[src/sv/kmhl_pkg.sv]
// ----------------------------------------------------------------------------
// kmhl_pkg
// Shared types and constants of the k-way merge head list.
// ----------------------------------------------------------------------------
package kmhl_pkg;

   localparam int IN_KEY_BITS    = 32;
   localparam int STREAM_BITS    = 4;
   localparam int COUNT_OUT_BITS = 5;
   localparam int STATUS_BITS    = 2;

   // request function codes
   localparam logic FUNC_INSERT = 1'b0;
   localparam logic FUNC_POP    = 1'b1;

   typedef enum logic [STATUS_BITS-1:0] {
      STAT_OK        = 2'd0,
      STAT_POP_EMPTY = 2'd1,
      STAT_INS_FULL  = 2'd2
   } rsp_status_type;

   typedef enum logic {
      OP_INSERT = 1'b0,
      OP_POP    = 1'b1
   } list_op_type;

   // command from controller to list datapath
   typedef struct packed {
      logic        valid;
      list_op_type op;
   } list_cmd_type;

endpackage

[src/sv/kmhl_ctrl.sv]
// ----------------------------------------------------------------------------
// kmhl_ctrl
// Handshake controller: accepts items, issues list commands and tracks the
// result register.
// ----------------------------------------------------------------------------
module kmhl_ctrl (
   input  logic                  clock,
   input  logic                  reset,
   input  logic                  req_valid,
   output logic                  req_ready,
   input  logic                  req_func,
   output logic                  rsp_valid,
   input  logic                  rsp_ready,
   output kmhl_pkg::list_cmd_type cmd
);
   import kmhl_pkg::*;

   typedef enum logic {
      ST_IDLE,
      ST_HOLD
   } state_type;

   state_type state_ff, state_in;
   logic      accept;

   // result register frees up in the same cycle it is taken
   assign req_ready = (state_ff == ST_IDLE) || rsp_ready;
   assign accept    = req_valid && req_ready;
   assign rsp_valid = (state_ff == ST_HOLD);

   always_comb begin
      cmd.valid = accept;
      cmd.op    = (req_func == FUNC_POP) ? OP_POP : OP_INSERT;
   end

   always_comb begin
      state_in = state_ff;
      unique case (state_ff)
         ST_IDLE: begin
            if (accept) state_in = ST_HOLD;
         end
         ST_HOLD: begin
            if (!accept && rsp_ready) state_in = ST_IDLE;
         end
         default: state_in = ST_IDLE;
      endcase
   end

   always_ff @(posedge clock) begin
      if (reset) begin
         state_ff <= ST_IDLE;
      end else begin
         state_ff <= state_in;
      end
   end

endmodule

[src/sv/kmhl_list.sv]
// ----------------------------------------------------------------------------
// kmhl_list
// Sorted compare-and-shift list of head entries with the result register.
// ----------------------------------------------------------------------------
module kmhl_list #(
   parameter int NUM_STREAMS = 16,
   parameter int KEY_BITS    = 32
) (
   input  logic                                  clock,
   input  logic                                  reset,
   input  kmhl_pkg::list_cmd_type                cmd,
   input  logic [kmhl_pkg::IN_KEY_BITS-1:0]      req_key,
   input  logic [kmhl_pkg::STREAM_BITS-1:0]      req_stream,
   output logic                                  rsp_popped_valid,
   output logic [kmhl_pkg::IN_KEY_BITS-1:0]      rsp_popped_key,
   output logic [kmhl_pkg::STREAM_BITS-1:0]      rsp_popped_stream,
   output logic                                  rsp_list_empty,
   output logic [kmhl_pkg::COUNT_OUT_BITS-1:0]   rsp_entry_count,
   output logic [kmhl_pkg::STATUS_BITS-1:0]      rsp_status
);
   import kmhl_pkg::*;

   localparam int CW = $clog2(NUM_STREAMS + 1);

   logic [KEY_BITS-1:0]    key_ff    [NUM_STREAMS];
   logic [STREAM_BITS-1:0] stream_ff [NUM_STREAMS];
   logic [KEY_BITS-1:0]    key_in    [NUM_STREAMS];
   logic [STREAM_BITS-1:0] stream_in [NUM_STREAMS];
   logic [NUM_STREAMS-1:0] gt;

   logic [CW-1:0]       count_ff, count_in;
   logic [KEY_BITS-1:0] new_key;
   logic                full, empty, do_ins, do_pop;
   rsp_status_type      status_in;

   logic                      pv_ff;
   logic [IN_KEY_BITS-1:0]    pkey_ff;
   logic [STREAM_BITS-1:0]    pstream_ff;
   logic                      empty_ff;
   logic [COUNT_OUT_BITS-1:0] cnt_ff;
   rsp_status_type            status_ff;

   assign new_key = KEY_BITS'(req_key);
   assign full    = (count_ff == CW'(NUM_STREAMS));
   assign empty   = (count_ff == '0);
   assign do_ins  = cmd.valid && (cmd.op == OP_INSERT) && !full;
   assign do_pop  = cmd.valid && (cmd.op == OP_POP) && !empty;

   // each cell compares against the new key; unheld cells count as greater
   for (genvar i = 0; i < NUM_STREAMS; i++) begin : g_cell
      assign gt[i] = (count_ff <= CW'(i)) || (key_ff[i] > new_key);

      if (i == 0) begin : g_first
         always_comb begin
            if (do_ins && gt[0]) begin
               key_in[0]    = new_key;
               stream_in[0] = req_stream;
            end else if (do_pop) begin
               key_in[0]    = key_ff[1];
               stream_in[0] = stream_ff[1];
            end else begin
               key_in[0]    = key_ff[0];
               stream_in[0] = stream_ff[0];
            end
         end
      end else begin : g_rest
         always_comb begin
            key_in[i]    = key_ff[i];
            stream_in[i] = stream_ff[i];
            if (do_ins && gt[i]) begin
               if (gt[i-1]) begin
                  key_in[i]    = key_ff[i-1];
                  stream_in[i] = stream_ff[i-1];
               end else begin
                  key_in[i]    = new_key;
                  stream_in[i] = req_stream;
               end
            end else if (do_pop && (i < NUM_STREAMS - 1)) begin
               key_in[i]    = key_ff[(i + 1) % NUM_STREAMS];
               stream_in[i] = stream_ff[(i + 1) % NUM_STREAMS];
            end
         end
      end

      always_ff @(posedge clock) begin
         key_ff[i]    <= key_in[i];
         stream_ff[i] <= stream_in[i];
      end
   end

   always_comb begin
      count_in  = count_ff;
      status_in = STAT_OK;
      if (cmd.valid) begin
         case (cmd.op)
            OP_INSERT: begin
               if (full) status_in = STAT_INS_FULL;
               else      count_in  = count_ff + CW'(1);
            end
            OP_POP: begin
               if (empty) status_in = STAT_POP_EMPTY;
               else       count_in  = count_ff - CW'(1);
            end
            default: status_in = STAT_OK;
         endcase
      end
   end

   always_ff @(posedge clock) begin
      if (reset) begin
         count_ff <= '0;
      end else begin
         count_ff <= count_in;
      end
   end

   // result register, loaded once per accepted item
   always_ff @(posedge clock) begin
      if (cmd.valid) begin
         pv_ff      <= do_pop;
         pkey_ff    <= do_pop ? IN_KEY_BITS'(key_ff[0]) : '0;
         pstream_ff <= do_pop ? stream_ff[0] : '0;
         empty_ff   <= (count_in == '0);
         cnt_ff     <= COUNT_OUT_BITS'(count_in);
         status_ff  <= status_in;
      end
   end

   assign rsp_popped_valid  = pv_ff;
   assign rsp_popped_key    = pkey_ff;
   assign rsp_popped_stream = pstream_ff;
   assign rsp_list_empty    = empty_ff;
   assign rsp_entry_count   = cnt_ff;
   assign rsp_status        = status_ff;

endmodule

[src/sv/kway_merge_head_list.sv]
// ----------------------------------------------------------------------------
// kway_merge_head_list
// Head list of a k-way merge: sorted insert and pop-smallest of stream heads.
// ----------------------------------------------------------------------------
// Each item is an insert (req_func 0) or a pop (req_func 1). Every item gives
// one result, registered, in the cycle after acceptance; a new item is taken
// whenever the result register is free or its result is being taken, so the
// block sustains one item per clock unless the receiver stalls. That figure
// is set by the list itself: all NUM_STREAMS cells compare their key against
// the new key in parallel and shift by one place. Equal keys leave in arrival
// order. Pop on an empty list returns status 1, insert into a full list drops
// the entry and returns status 2. Keys are held at KEY_BITS bits.
module kway_merge_head_list #(
   parameter int NUM_STREAMS = 16,
   parameter int KEY_BITS    = 32
) (
   input  logic                                  clock,
   input  logic                                  reset,
   input  logic                                  req_valid,
   output logic                                  req_ready,
   input  logic                                  req_func,
   input  logic [kmhl_pkg::IN_KEY_BITS-1:0]      req_key,
   input  logic [kmhl_pkg::STREAM_BITS-1:0]      req_stream,
   output logic                                  rsp_valid,
   input  logic                                  rsp_ready,
   output logic                                  rsp_popped_valid,
   output logic [kmhl_pkg::IN_KEY_BITS-1:0]      rsp_popped_key,
   output logic [kmhl_pkg::STREAM_BITS-1:0]      rsp_popped_stream,
   output logic                                  rsp_list_empty,
   output logic [kmhl_pkg::COUNT_OUT_BITS-1:0]   rsp_entry_count,
   output logic [kmhl_pkg::STATUS_BITS-1:0]      rsp_status
);
   import kmhl_pkg::*;

   list_cmd_type cmd;

   kmhl_ctrl u_ctrl (
      .clock     (clock),
      .reset     (reset),
      .req_valid (req_valid),
      .req_ready (req_ready),
      .req_func  (req_func),
      .rsp_valid (rsp_valid),
      .rsp_ready (rsp_ready),
      .cmd       (cmd)
   );

   kmhl_list #(
      .NUM_STREAMS (NUM_STREAMS),
      .KEY_BITS    (KEY_BITS)
   ) u_list (
      .clock             (clock),
      .reset             (reset),
      .cmd               (cmd),
      .req_key           (req_key),
      .req_stream        (req_stream),
      .rsp_popped_valid  (rsp_popped_valid),
      .rsp_popped_key    (rsp_popped_key),
      .rsp_popped_stream (rsp_popped_stream),
      .rsp_list_empty    (rsp_list_empty),
      .rsp_entry_count   (rsp_entry_count),
      .rsp_status        (rsp_status)
   );

endmodule

[config.mk]
export PLATFORM = sky130hd
export DESIGN_NAME = kway_merge_head_list
export DESIGN_NICKNAME = d
export VERILOG_FILES = /design/src/sv/kmhl_pkg.sv /design/src/sv/kmhl_ctrl.sv /design/src/sv/kmhl_list.sv /design/src/sv/kway_merge_head_list.sv
export SDC_FILE = /design/constraint.sdc
export NUM_CORES = 2
export LEC_CHECK = 0
export BUFFER_PORTS_ARGS = -buffer_cell sky130_fd_sc_hd__buf_2
export CORE_UTILIZATION = 39
export DETAILED_ROUTE_END_ITERATION = 6
export SLEW_MARGIN = 20
export SYNTH_ARGS = -nofsm -noshare
export SYNTH_HDL_FRONTEND = slang
export SYNTH_SLANG_ARGS = --single-unit
[constraint.sdc]
create_clock -name clock -period 5.7 [get_ports clock]
set_input_delay 0.285 -clock clock [delete_from_list [all_inputs] [get_ports clock]]
set_output_delay 0.285 -clock clock [all_outputs]
set_load 0.01 [all_outputs]
* Word-level counts from Yosys, hierarchy flattened
Memory sizes are Yosys's and may differ from the RTL's.
Index checks and enable logic that the tools add are counted.
** Storage, ports and cells
- Bits of input ports :: 41
- Output and inout port bits :: 47
- Register bits after elaboration :: 51
- Bits in writable memories :: 576
- Memories :: 2
- Logic and storage cells :: 194
** Operators by class
- Eq/ne operators :: 1
- $add $sub $neg :: 2
- Mux-type cells :: 103
- Bitwise operators :: 2
- $lt $le $gt $ge :: 32
- Reduce and logical (&&, ||, !) cells :: 44
** Memories
- u_list.key_ff :: words 16, width 32, rd ports 16, clocked after memory_dff 0, wr ports 16, line kmhl_list.sv:25 : logic [KEY_BITS-1:0] key_ff [NUM_STREAMS];
- u_list.stream_ff :: words 16, width 4, rd ports 16, clocked after memory_dff 0, wr ports 16, line kmhl_list.sv:26 : logic [STREAM_BITS-1:0] stream_ff [NUM_STREAMS];
** Operators by type and width (count)
- $mux 32 :: 46
- $gt 32x32->1 :: 16
- $mux 4 :: 46
- $le 5x4->1 const B :: 8
- $logic_and 1x1->1 :: 22
- $le 5x3->1 const B :: 4
- $logic_or 1x1->1 :: 17
- $mux 5 :: 3
- $le 5x1->1 const B :: 2
- $le 5x2->1 const B :: 2
- $logic_not 5->1 :: 2
- $pmux 5 s2 :: 1
- $add 5x1->5 const B :: 1
- $eq 5x5->1 const B :: 1
- $sub 5x1->5 const B :: 1
- $mux 1 :: 4
- $pmux 2 s2 :: 1
- $logic_not 1->1 :: 3
- $mux 2 :: 1
- $not 1->1 :: 2
- $pmux 1 s2 :: 1

* Depth between registers and ports, before layout
- Depth after elaboration :: 7
- Gate-level depth with buffers :: 14
- Gate-level depth less buffers :: 9

* By module
A second synthesis with hierarchy kept.
** Second synthesis, totals
- Cell total of the unflattened synthesis :: 3820
- Area total of the unflattened synthesis :: 43286.5 µm²
** By module, submodules not included
- kmhl_list :: times used 1, cells each 3813, area an instance 43216.4 µm², sequential area each 18748.0 µm²
- kmhl_ctrl :: times used 1, cells each 7, area an instance 70.1 µm², sequential area each 20.0 µm²

* Worst setup path after synthesis
OpenSTA, ideal clock, no wires.
- Kind :: in2reg
- Start point :: input req_key[30] (netlist name)
- End point :: memory u_list.key_ff[13][0] (enable)
- Path slack :: -0.113 ns
- Data required time :: 5.221 ns
- Arrival :: 5.333 ns
- Path buffers :: 5
- Cell stages on the path :: 13
- Setup time :: 0.479 ns
- Cell sequence :: clkbuf_1 -> clkbuf_1 -> inv_1 -> ha_1 -> nand4_1 -> nor4_1 -> a21boi_0 -> o31ai_1 -> and2_1 -> buf_2 -> buf_2 -> clkbuf_1 -> o21ai_0
** RTL lines
- start: declaration :: line kway_merge_head_list.sv:22 : input logic [kmhl_pkg::IN_KEY_BITS-1:0] req_key,
- end: declaration :: line kmhl_list.sv:25

==> run_results.csv <==
group,metric,value,unit
status,status,"completed",
clock_network,htreeDepth,3,
clock_network,cts-buffers-inserted,74,
min_path,min_to,"u_list.rsp_status[1]",
finish,area.growth.synth_to_final,10.32,%
route,final_antenna_net_count,0,
worst_setup_path,start_kind,"flop",
synth,synth_top_family_by_area,"multiplexers",
timing,rsz0062_at_grt,"false",
floorplan,initial_core_util,0.3936,
finish,num-fill-cells,10650,
route,via_per_inst,5.973,
worst_setup_path,crit_buf_inv,2,
timing,fin_crit_sh,0.7764,
finish,final_common_cell,"edfxtp_1",
worst_setup_path,slowest_delay,0.60,ns
pwr,p_per_area,297.5,nW/um^2
placed_design,routabilityCongestion,0.8569,
synth,synth_area_leaders,"edfxtp_1 43%, ha_1 15%, mux2_2 6.7%",
floorplan,die_width,336.4,um
floorplan,die_y,336.4,um
synth,synth_compound_area_frac,0.1368,
grt,antenna_found_initial,4,
finish,ff_latch_area,18770,um^2
clock_network,post_cts_resized,0,
worst_setup_path,cp-end-kind,"flop",
worst_setup_path,path_cells,"inv_1 -> ha_1 -> o21bai_1 -> o21ai_1 -> o311ai_0 -> o31ai_1 -> and2_2 -> buf_12 -> mux2_2 -> mux2_2",
worst_setup_path,cp.arrival,4.81,ns
timing,timing.hold.ws,0.1871,ns
worst_setup_path,ff2ff_setup_slack,1.27,ns
worst_setup_path,cpLargestDelayFamily,"compound AO/OA/AOI/OAI gates",
placed_design,portBuffers,87,
clock_network,clkLatencyLatePin,0.65,ns
placed_design,dp_hpwl,96790,um
grt,grt_pass1_wl,198800,um
synth,ys.warnings.count,0,
grt,grt_usage,0.2265,
floorplan,core,110800,um^2
grt,grt_pass1_vias,32829,
pwr,power_frac_seq,0.439,
synth,synth_edf_count,621,
pwr,vdd_ir_drop_max,0.0001890,V
synth,synthXorXnorAreaFrac,0.0002008,
clock_network,cts_tree,"done",
worst_setup_path,cp_max_fo,56,
synth,syn-num-nets,4545,
flow_run,max_cap_violations,0,
min_path,hp-start,"req_func",
grt,overflow,0,
floorplan,num_rows,122,
finish,multiInputGateArea,23600,um^2
pwr,p_sw_frac,0.3085,
clock_network,cts_root_buf,"clkbuf_16",
timing,setup_viol,0,
timing,period_needed,4.425,ns
pwr,power.leakage,18.14,nW
timing,tightest_slew,1.131,ns
synth,synthAdderAreaFrac,0.1483,
synth,synth.top_cell.area_share,0.4275,
synth,synth.ff_latch_count,627,
synth,synth.avg_cell_area,10.94,um^2
pwr,p_sw,4.418,mW
worst_setup_path,worst_path_max_delay_cell,"dfxtp_1",
worst_setup_path,critical_path_class,"reg -> reg",
synth,ys_seq_area_frac,0.4302,
floorplan,dieArea,113200,um^2
clock_network,path_clk_slew,0.06,ns
timing,drv_slew,0,
worst_setup_path,timing.rr.end,"u_list.key_ff[14][9]",
synth,synthMuxAreaShare,0.1503,
timing,slew_headroom,0.2359,
timing,hold_viol,0,
synth,synth_cell_type_count,77,
route,drc,0,
min_path,worstHoldPathCells,2,
worst_setup_path,cpMostUsedCell,"mux2_2",
synth,synthArstFlopShare,0,
clock_network,cts.sinks,627,
pwr,internal_power,9.901,mW
route,drt-pass1-iter-count,5,
route,drt_iter0_markers,3058,
pwr,combPwrFrac,0.223,
timing,skew,0.03147,ns
timing,fmax,226.0,MHz
finish,nets,4524,
timing,tns,0,ns
synth,ys.flop_type,"edfxtp_1",
min_path,hp-class,"in -> reg",
route,vias,32945,
finish,layout_common_cells,"621 x edfxtp_1, 517 x ha_1, 355 x a21oi_1",
floorplan,io_pins,88,
worst_setup_path,r2r-start,"u_list.count_ff[1]",
route,wirelength,130200,um
grt,grt_start_max_net_pins,74,
pwr,pwr-share-clk,0.337,
route,wl_per_cell,23.60,um
synth,syn_inst,3987,
synth,netlist_area,43620,um^2
worst_setup_path,cp.required,6.08,ns
synth,yosysTopAreaCell,"edfxtp_1",
synth,synthSimpleGateAreaFrac,0.09950,
worst_setup_path,reg2regPathDepth,10,
clock_network,clockBufferDepth,3,
finish,drive_above_1_share,0.1468,
==> per-layer routing <==
layer / vias up / track usage / share of wire
met5: - / 0 / 0.00010
met4: 2 / 0.06015 / 0.023
met3: 189 / 0.03917 / 0.061
met2: 1011 / 0.3607 / 0.46
met1: 16332 / 0.3166 / 0.46
li1: 15411 / - / -
==> cell type report <==
cell class | instances | area share
flip-flops and latches | 627 | 0.3900
repair buffers | 176 | 0.02621
well taps | 1488 | 0.03869
clock inverters | 42 | 0.008294
clock buffers | 94 | 0.04090
multi-input cells | 3017 | 0.4904
inverters | 70 | 0.005460
diodes | 2 | 0.0001040
==> how the worst max path moves through the flow <==
stage,slack [ns],start,to,cells after the start
2_1_floorplan,0.02,req_key[11],u_list.key_ff[1][0],12
3_3_place_gp,0.86,req_key[21],u_list.key_ff[2][21],10
3_5_place_dp,0.75,req_key[21],u_list.key_ff[2][8],10
4_1_cts,1.30,u_list.count_ff[1],u_list.key_ff[14][9],10
5_1_grt,1.12,u_list.count_ff[1],u_list.key_ff[14][9],10
6_report,1.27,u_list.count_ff[1],u_list.key_ff[14][9],10
==> cells in the mapped netlist (all sizes together), types with 9 or more instances <==
master,number
a21o,42
a31oi,40
o211ai,51
mux2,352
a211oi,9
nor2b,24
inv,70
buf,95
nand2b,11
nor3,67
nand4,148
o21a,14
ha,517
o31ai,77
nor2,185
and4,10
a21oi,362
mux2i,259
nand3,121
nand2,217
clkbuf,178
o21ai,343
edfxtp,621
a21boi,12
and2,41
nor4,23
==> kinds of logic (layout without fill, tap and decap cells) <==
| kind of cell | Yosys count | count (layout) |
|---|---|---|
| compound gates | 1014 | 1014 |
| mux | 611 | 611 |
| fa+ha+maj | 517 | 517 |
| simple gates | 874 | 874 |
| buf+inv | 343 | 382 |
| other cells | 0 | 2 |
| flops | 627 | 627 |
| xor+xnor | 1 | 1 |
==> metrics by stage <==
stage	std cells	power (mW)	instance area (um^2)	setup WS [ns]	utilization
2_1_floorplan	3987	8.488	43620	0.01581	-
3_3_place_gp	5375	9.433	45710	0.8553	0.4125
3_5_place_dp	5375	9.537	45710	0.7504	0.4125
4_1_cts	5514	14.37	48110	1.298	0.4341
5_1_grt	5514	14.97	48120	1.120	0.4342
6_report	5516	14.32	48120	1.275	0.4343
==> timing repair <==
action | CTS | global route
hold buffers | 3 | 0
endpoints found under the hold margin | 6 | 0
buffers inserted | 0 | 0
==> power groups by stage <==
stage / Sequential, mW / Combinational [mW] / Clock (mW)
finish: 6.29 / 3.20 / 4.83
detailed placement: 6.38 / 3.16 / 0
global placement: 6.39 / 3.05 / 0
floorplan: 6.19 / 2.30 / 0
global route: 6.34 / 3.56 / 5.07
CTS: 6.29 / 3.17 / 4.91
==> registers in the layout, indices dropped and copies added, names as in the netlist <==
register	count
u_list.rsp_popped_key	32
u_list.rsp_popped_stream	4
u_ctrl.rsp_valid	1
u_list.count_ff	5
u_list.key_ff	512
u_list.rsp_list_empty	1
u_list.rsp_popped_valid	1
u_list.rsp_entry_count	5
u_list.stream_ff	64
u_list.rsp_status	2
Note: power is estimated with default switching activity, not from simulation.
